## src/sv/pedt_pkg.sv

```systemverilog
// Shared types and constants for the parabola envelope distance transform.
package pedt_pkg;
    typedef enum logic [4:0] {
        ST_IDLE,
        ST_HV_RD,
        ST_HV_W1,
        ST_HV_M1,
        ST_HV_M2,
        ST_HQ_M1,
        ST_HQ_M2,
        ST_DIV,
        ST_FRAC,
        ST_CMP,
        ST_EM_RD,
        ST_EM_SEG,
        ST_EM_V,
        ST_EM_M1,
        ST_EM_M2,
        ST_EM_OUT
    } state_t;

    localparam int MAX_LEN = 4096;

    localparam logic [0:0] CMD_PUSH = 1'b0;
    localparam logic [0:0] CMD_PULL = 1'b1;
    localparam logic [0:0] REG_COEF_A = 1'b0;
    localparam logic [0:0] REG_COEF_B = 1'b1;
    localparam logic signed [47:0] BND_MAX = 48'sh7FFF_FFFF_FFFF;
    localparam logic signed [47:0] BND_MIN = 48'sh8000_0000_0000;

    typedef struct packed {
        logic        start;
        logic signed [63:0] num;
        logic [63:0] den;
    } div_req_t;

    typedef struct packed {
        logic        done;
        logic signed [63:0] quo;
        logic [63:0] rem;
    } div_rsp_t;
endpackage

```

## src/sv/pedt_divider.sv

```systemverilog
// Iterative restoring divider: signed numerator, positive denominator, floor.
module pedt_divider
(
    input  logic               clk,
    input  logic               rst_n,
    input  pedt_pkg::div_req_t req,
    output pedt_pkg::div_rsp_t rsp
);
    import pedt_pkg::*;

    logic [63:0] mag_reg, mag_next;
    logic [63:0] rem_reg, rem_next;
    logic [63:0] den_reg, den_next;
    logic        neg_reg, neg_next;
    logic [6:0]  cnt_reg, cnt_next;
    logic        busy_reg, busy_next;
    logic        done_reg, done_next;
    logic [64:0] trial;
    logic [63:0] rem_sh;

    always_comb
    begin
        mag_next  = mag_reg;
        rem_next  = rem_reg;
        den_next  = den_reg;
        neg_next  = neg_reg;
        cnt_next  = cnt_reg;
        busy_next = busy_reg;
        done_next = 1'b0;
        rem_sh    = {rem_reg[62:0], mag_reg[63]};
        trial     = {1'b0, rem_sh} - {1'b0, den_reg};
        if (req.start)
        begin
            neg_next  = req.num[63];
            mag_next  = req.num[63] ? 64'(-req.num) : 64'(req.num);
            den_next  = req.den;
            rem_next  = '0;
            cnt_next  = '0;
            busy_next = 1'b1;
        end
        else if (busy_reg)
        begin
            if (trial[64])
            begin
                rem_next = rem_sh;
                mag_next = {mag_reg[62:0], 1'b0};
            end
            else
            begin
                rem_next = trial[63:0];
                mag_next = {mag_reg[62:0], 1'b1};
            end
            cnt_next = cnt_reg + 7'd1;
            if (cnt_reg == 7'd63)
            begin
                busy_next = 1'b0;
                done_next = 1'b1;
            end
        end
    end

    always_ff @(posedge clk or negedge rst_n)
    begin
        if (!rst_n)
        begin
            busy_reg <= 1'b0;
            done_reg <= 1'b0;
            cnt_reg  <= '0;
        end
        else
        begin
            busy_reg <= busy_next;
            done_reg <= done_next;
            cnt_reg  <= cnt_next;
        end
    end

    always_ff @(posedge clk)
    begin
        mag_reg <= mag_next;
        rem_reg <= rem_next;
        den_reg <= den_next;
        neg_reg <= neg_next;
    end

    // floor correction for a negative numerator
    always_comb
    begin
        rsp.done = done_reg;
        if (neg_reg && rem_reg != '0)
        begin
            rsp.quo = -$signed(mag_reg) - 64'sd1;
            rsp.rem = den_reg - rem_reg;
        end
        else
        begin
            rsp.quo = neg_reg ? -$signed(mag_reg) : $signed(mag_reg);
            rsp.rem = rem_reg;
        end
    end

`ifndef SYNTHESIS
    a_done_idle: assert property (@(posedge clk) disable iff (!rst_n)
        done_reg |-> !busy_reg)
        else $error("divider done while busy");
    a_den_nz: assert property (@(posedge clk) disable iff (!rst_n)
        req.start |-> req.den != '0)
        else $error("divider zero denominator");
    a_start_idle: assert property (@(posedge clk) disable iff (!rst_n)
        req.start |-> !busy_reg)
        else $error("divider restarted while busy");
`endif
endmodule

```

## config.mk

```make
export PLATFORM = sky130hd
export DESIGN_NAME = pedt_divider
export DESIGN_NICKNAME = d
export VERILOG_FILES = /design/src/sv/pedt_pkg.sv /design/src/sv/pedt_divider.sv
export SDC_FILE = /design/constraint.sdc
export NUM_CORES = 1
export LEC_CHECK = 0
export ABC_AREA = 0
export BUFFER_PORTS_ARGS = -buffer_cell sky130_fd_sc_hd__buf_4
export CORE_UTILIZATION = 35
export DETAILED_ROUTE_END_ITERATION = 7
export REMOVE_ABC_BUFFERS = 1
export SLEW_MARGIN = 20
export SYNTH_ARGS = -nofsm -noshare
export SYNTH_HDL_FRONTEND = slang
export SYNTH_SLANG_ARGS = --single-unit
```

## constraint.sdc

```tcl
create_clock -name clk -period 4.22 [get_ports clk]
set_input_delay 0.422 -clock clk [delete_from_list [all_inputs] [get_ports clk]]
set_output_delay 0.422 -clock clk [all_outputs]
set_load 0.005 [all_outputs]
```

==> results of run 1 <==
[metrics by stage]
stage | std cells | setup TNS (ns) | cell area [um2] | setup slack [ns] | total power, mW
floorplan | 2837 | -53.27 | 21600 | -1.14 | 3.67
CTS | 4521 | -30.84 | 31400 | -0.923 | 7.73
detailed placement | 4357 | -8.38 | 27800 | -0.570 | 4.88
finish | 4557 | -31.31 | 32400 | -0.936 | 7.85
global route | 4556 | -42.58 | 32400 | -1.08 | 8.20
global placement | 4357 | -8.25 | 27800 | -0.522 | 4.89
[power by group]
part,internal (mW),total [mW],switching [mW]
Combinational,1.37,2.92,1.55
Clock,1.51,2.53,1.02
Sequential,2.26,2.40,0.137
Total,5.14,7.85,2.71
[how the worst max path moves through the flow]
stage                     endpoint  slack (ns)  depth (start not counted)
after global placement    rsp[123]       -0.52                         13
after floorplan           rsp[123]       -1.14                         12
after detailed placement  rsp[123]       -0.57                         13
after CTS                 rsp[123]       -0.92                         11
after global routing      rsp[123]       -1.08                         13
final                     rsp[123]       -0.94                         11
[metal layers]
metal | GRT usage [%] | up-vias | routed length (um)
li1 | - | 12386 | -
met1 | 34.6 | 12177 | 38300
met2 | 44.8 | 845 | 42400
met3 | 3.12 | 143 | 5550
met4 | 7.10 | 0 | 2660
met5 | 0 | - | 0
[worst max-delay path, stage by stage (launching register included)]
cell and delay [ns]:
edfxtp_1 0.41, nor3_2 0.26, nand4_1 0.24, or4_4 0.58
or3_4 0.35, or4_4 0.42, or2_4 0.24, a211o_1 0.29
or4_4 0.54, and3_4 0.19, a2111o_1 0.45, buf_6 0.16
[cell usage after synthesis, types with 24 or more instances]
cell,number
a21o_1,76
edfxtp_1,129
xor2_1,128
inv_1,198
ha_1,131
nand2_1,325
or4_1,24
nand2b_1,32
or3_1,50
nand3_1,75
dfxtp_1,64
nor2b_1,24
a31oi_1,25
nor3_1,78
xnor2_1,141
clkbuf_1,173
o31ai_1,35
o21ai_0,205
nor2_1,271
a211oi_1,31
nor4_1,65
a311oi_1,37
nand4_1,76
a21oi_1,260
[cell families after synthesis]
logic type,after synthesis,synth area share (%)
AOI/OAI and AO/OA,873,24.8
xor gates and xnor gates,269,10.5
adders and majority gates,133,7.49
buffers and inverters,394,6.72
DFF,202,24.0
muxes,28,1.29
and+or+nand+nor,1134,25.1
[area by class of cell]
type                       count  area, um2
timing repair buffer         819       6690
multi-input combinational   2437      17500
inverter                     198        749
sequential                   202       5390
clock buffer                  38        800
antenna                        1       2.50
clock inverter                16        170
tap                          846       1060
fill                        6112      30800
[cells in the final DEF, fill, tap and decap left out, types with 68 or more instances in the layout]
cell type / count
nand2_1: 310
ha_1: 114
buf_4: 681
a21o_1: 76
inv_1: 193
nor2_1: 259
o21ai_0: 161
xnor2_1: 106
nand4_1: 76
a21oi_1: 243
buf_6: 68
xor2_1: 125
edfxtp_1: 129
[timing repair]
item                                    in CTS  in global routing
pin swaps                                  143                143
resized for setup                          329                145
setup buffers                               59                 47
hold endpoints to repair                    66                  0
endpoints found under the setup margin      91                109
gates cloned                                 1                  0
hold buffers                                58                  0
==> reports/results.ini, run 1 <==
[run_status]
status = finished with violations
violations = setup timing

[sta]
finalCritPeriodShare_pct = 122
fin_skew_ns = 0.0231
setup_ws_ns = -0.936
hold_ws_ns = 0.0303
setup_violations = 63
slew_headroom_pct = 25.0
rsz0062_at_grt = true
hold_violations = 0
slew_violations = 0
min_period_ns = 5.16
max_freq_mhz = 194
worst_pin_slew_ns = 1.12

[grt]
grt_pass1_vias = 23819
grt_use_total_pct = 26.2
grt_max_degree = 134
grt_remaining_overflow = 0
antenna_found_initial = 1
grt_pass1_wl_um = 135000

[min_path]
min_path_type = input port to register
hold_end = den_reg[63]
hold_start = req[63]
hold_path_depth = 1

[die]
start_util_pct = 35.5
row_count = 92
coreArea_mm2 = 0.0632
die_h_um = 255
dieArea_mm2 = 0.0650
ios = 260
die_w_um = 255

[critical_path]
crit_fanout = 2
critPathCaptureType = primary output
r2r_cells = 13
crit_type = register to primary output
worstPathRequired_ns = 3.80
critPathLaunch = mag_reg[4]
r2r-end = rem_reg[62]
rrSetupSlack_ns = 0.28
start_kind = register
r2r-start = mag_reg[63]
cp.arrival_ns = 4.73

[clock_network]
clock_tree.root_cell = clkbuf_16
cts.sinks = 202
htree_levels = 1
max-clock-path-buffers = 3
cts_inserted_buffers = 29
cts_tree = yes
clock_latency_ns = 0.61
clkTransAtPathRegs_ns = 0.06

[detailed_routing]
wl_um = 88900
drt_iter0_drc = 2255
postRouteAntennaNets = 0
num_vias = 25551
via_per_inst = 5.61
wl_per_cell_um = 19.5
route.detailed.drc = 0
dr.pass1.iters = 6

[logic_synthesis]
yosysWarnings = 0
async_flop_share_pct = 4.46
synth_top_area_cell = edfxtp_1
synth_top_area_share_pct = 17.3
synth_cells = 3033
synth_area_leaders = edfxtp_1 17%, ha_1 7.3%, a21oi_1 5.8%
synth.avg_cell_area_um2 = 7.39
yosysSeqAreaShare_pct = 24.0
synth.distinct_cells = 86
syn_area_mm2 = 0.0224
ys_ff_latch = 202
synth-edff-count = 129
synth_ff_type = edfxtp_1

[layout]
drive_above_1_share_pct = 30.2
area_delta_synth_final_pct = 44.5
postLayoutCoreUtil_pct = 51.2
nNetsFinal = 3951

[flow_run]
cap_viol_max_count = 0

[power_and_ir_drop]
ir_worst_vdd_mv = 0.296
power_density_mw_per_mm2 = 243
leakagePower_nw = 13.4

[placement]
portBuffers = 259
gp_congestion = 0.993
dpl.hpwl_um = 67100

(Power assumes the default switching activity.)
==> inputs of run 2 (changes only) <==
==> constraint.sdc (replaced) <==
create_clock -name clk -period 4.22 [get_ports clk]
set_input_delay 0 -clock clk [delete_from_list [all_inputs] [get_ports clk]]
set_output_delay 0 -clock clk [all_outputs]
set_load 0.005 [all_outputs]
==> reports/results.ini, run 2 (synthesized netlist as in run 1, its figures left out) <==
[run_status]
violations = setup timing
status = finished with violations

[clock_network]
cts.sinks = 202
clkTransAtPathRegs_ns = 0.06
cts_tree = yes
cts_inserted_buffers = 28
clock_latency_ns = 0.60
htree_levels = 1
clock_tree.root_cell = clkbuf_16
max-clock-path-buffers = 3

[die]
coreArea_mm2 = 0.0632
start_util_pct = 35.5
dieArea_mm2 = 0.0650
die_w_um = 255
ios = 260
row_count = 92
die_h_um = 255

[layout]
regArea_mm2 = 0.00539
nFillCells = 6171
layout_commonest_cell = buf_4
multi_input_area_mm2 = 0.0170
area_delta_synth_final_pct = 39.2
nNetsFinal = 3846
drive_above_1_share_pct = 23.7
layoutNonFillerInstCount = 4450
postLayoutCoreUtil_pct = 49.3
insertedDiodeCount = 0
final_cell_mix = 503 x buf_4, 318 x nand2_1, 258 x nor2_1

[power_and_ir_drop]
ir_worst_vdd_mv = 0.229
power.total_mw = 7.63
power_density_mw_per_mm2 = 245
leakagePower_nw = 12.6

[sta]
hold_violations = 0
tns_ns = -6.07
setup_violations = 28
worst_pin_slew_ns = 0.932
fin_skew_ns = 0.0154
min_period_ns = 4.70
slew_violations = 0
max_freq_mhz = 213
setup_ws_ns = -0.480
finalCritPeriodShare_pct = 111
rsz0062_at_grt = true
slew_headroom_pct = 37.8

[critical_path]
crit_fanout = 2
r2r-start = den_reg[8]
worstPathRequired_ns = 4.22
critPathCaptureType = primary output
r2r-end = rem_reg[51]
cp.arrival_ns = 4.70
crit_type = register to primary output
r2r_cells = 16
rrSetupSlack_ns = 0.14
start_kind = register
critPathLaunch = mag_reg[2]

[grt]
grt_use_total_pct = 25.4
grt_pass1_wl_um = 131000
grt_remaining_overflow = 0
grt_max_degree = 81
antenna_found_initial = 2
grt_pass1_vias = 23629

[min_path]
min_path_type = input port to register
hold_start = req[70]
hold_end = mag_reg[7]
hold_path_depth = 4

[detailed_routing]
drt_iter0_drc = 1847
wl_um = 86600
num_vias = 25151
via_per_inst = 5.65
postRouteAntennaNets = 0
route.detailed.drc = 0
dr.pass1.iters = 7
wl_per_cell_um = 19.5

[placement]
placed_cells = 4167
portBuffers = 259
gp_congestion = 0.949
dpl.hpwl_um = 64900

[flow_run]
cap_viol_max_count = 0

[run 2: stage by stage]
| stage | instance area [um2] | hold WS, ns | worst slack [ns] |
|---|---|---|---|
| final | 31200 | 0.0385 | -0.480 |
| after global routing | 31200 | 0.0695 | -0.584 |
| after CTS | 30200 | 0.0139 | -0.485 |
| after detailed placement | 26400 | -0.146 | -0.0532 |
| after global placement | 26400 | -0.149 | -0.0163 |
| after floorplan | 21600 | -0.296 | -0.718 |
[run 2: repair_timing]
action | 4_1_cts | 5_1_grt
pin swaps | 70 | 77
resized for setup | 162 | 151
hold endpoints to repair | 143 | 0
endpoints found under the setup margin | 65 | 67
buffers inserted | 39 | 26
hold buffers | 173 | 0
[run 2: power breakdown]
group / switching [mW] / leakage (nW) / internal [mW]
Combinational: 1.48 / 10.2 / 1.29
Sequential: 0.149 / 1.93 / 2.26
Clock: 1.05 / 0.454 / 1.41
Total: 2.67 / 12.6 / 4.96
[run 2: worst max-delay path, stage by stage, from the launching register on]
cell	delay [ns]
edfxtp_1	0.40
nor3_2	0.23
nand4_1	0.16
buf_4	0.18
or4_4	0.57
or3_4	0.35
or4_4	0.42
or2_4	0.24
a211o_1	0.28
or4_4	0.54
buf_6	0.13
a2111o_1	0.45
buf_6	0.16
[run 2: how the worst max path moves through the flow]
stage               endpoint  slack (ns)  cells past startpoint
finish              rsp[123]       -0.48                     12
detailed placement  rsp[123]       -0.05                     11
global placement    rsp[123]       -0.02                     11
floorplan           rsp[123]       -0.72                     12
global route        rsp[123]       -0.58                     12
CTS                 rsp[123]       -0.49                     12
[run 2: cell type report]
cell class / count / area share (%)
tap: 846 / 3.40
inverter: 198 / 2.40
clock inverter: 21 / 0.598
sequential: 202 / 17.3
clock buffer: 31 / 2.42
timing repair buffer: 715 / 19.3
multi-input combinational: 2437 / 54.6
[run 2: routing by layer]
layer  wire [um]  part of all wire [%]  up-vias  global-route usage [%]
li1            -                     -    12155                       -
met1       37000                    43    11993                    33.0
met2       41400                    48      844                    43.6
met3        5280                   6.1      157                    2.96
met4        2890                   3.3        2                    8.02
met5           8                0.0092        -                       0
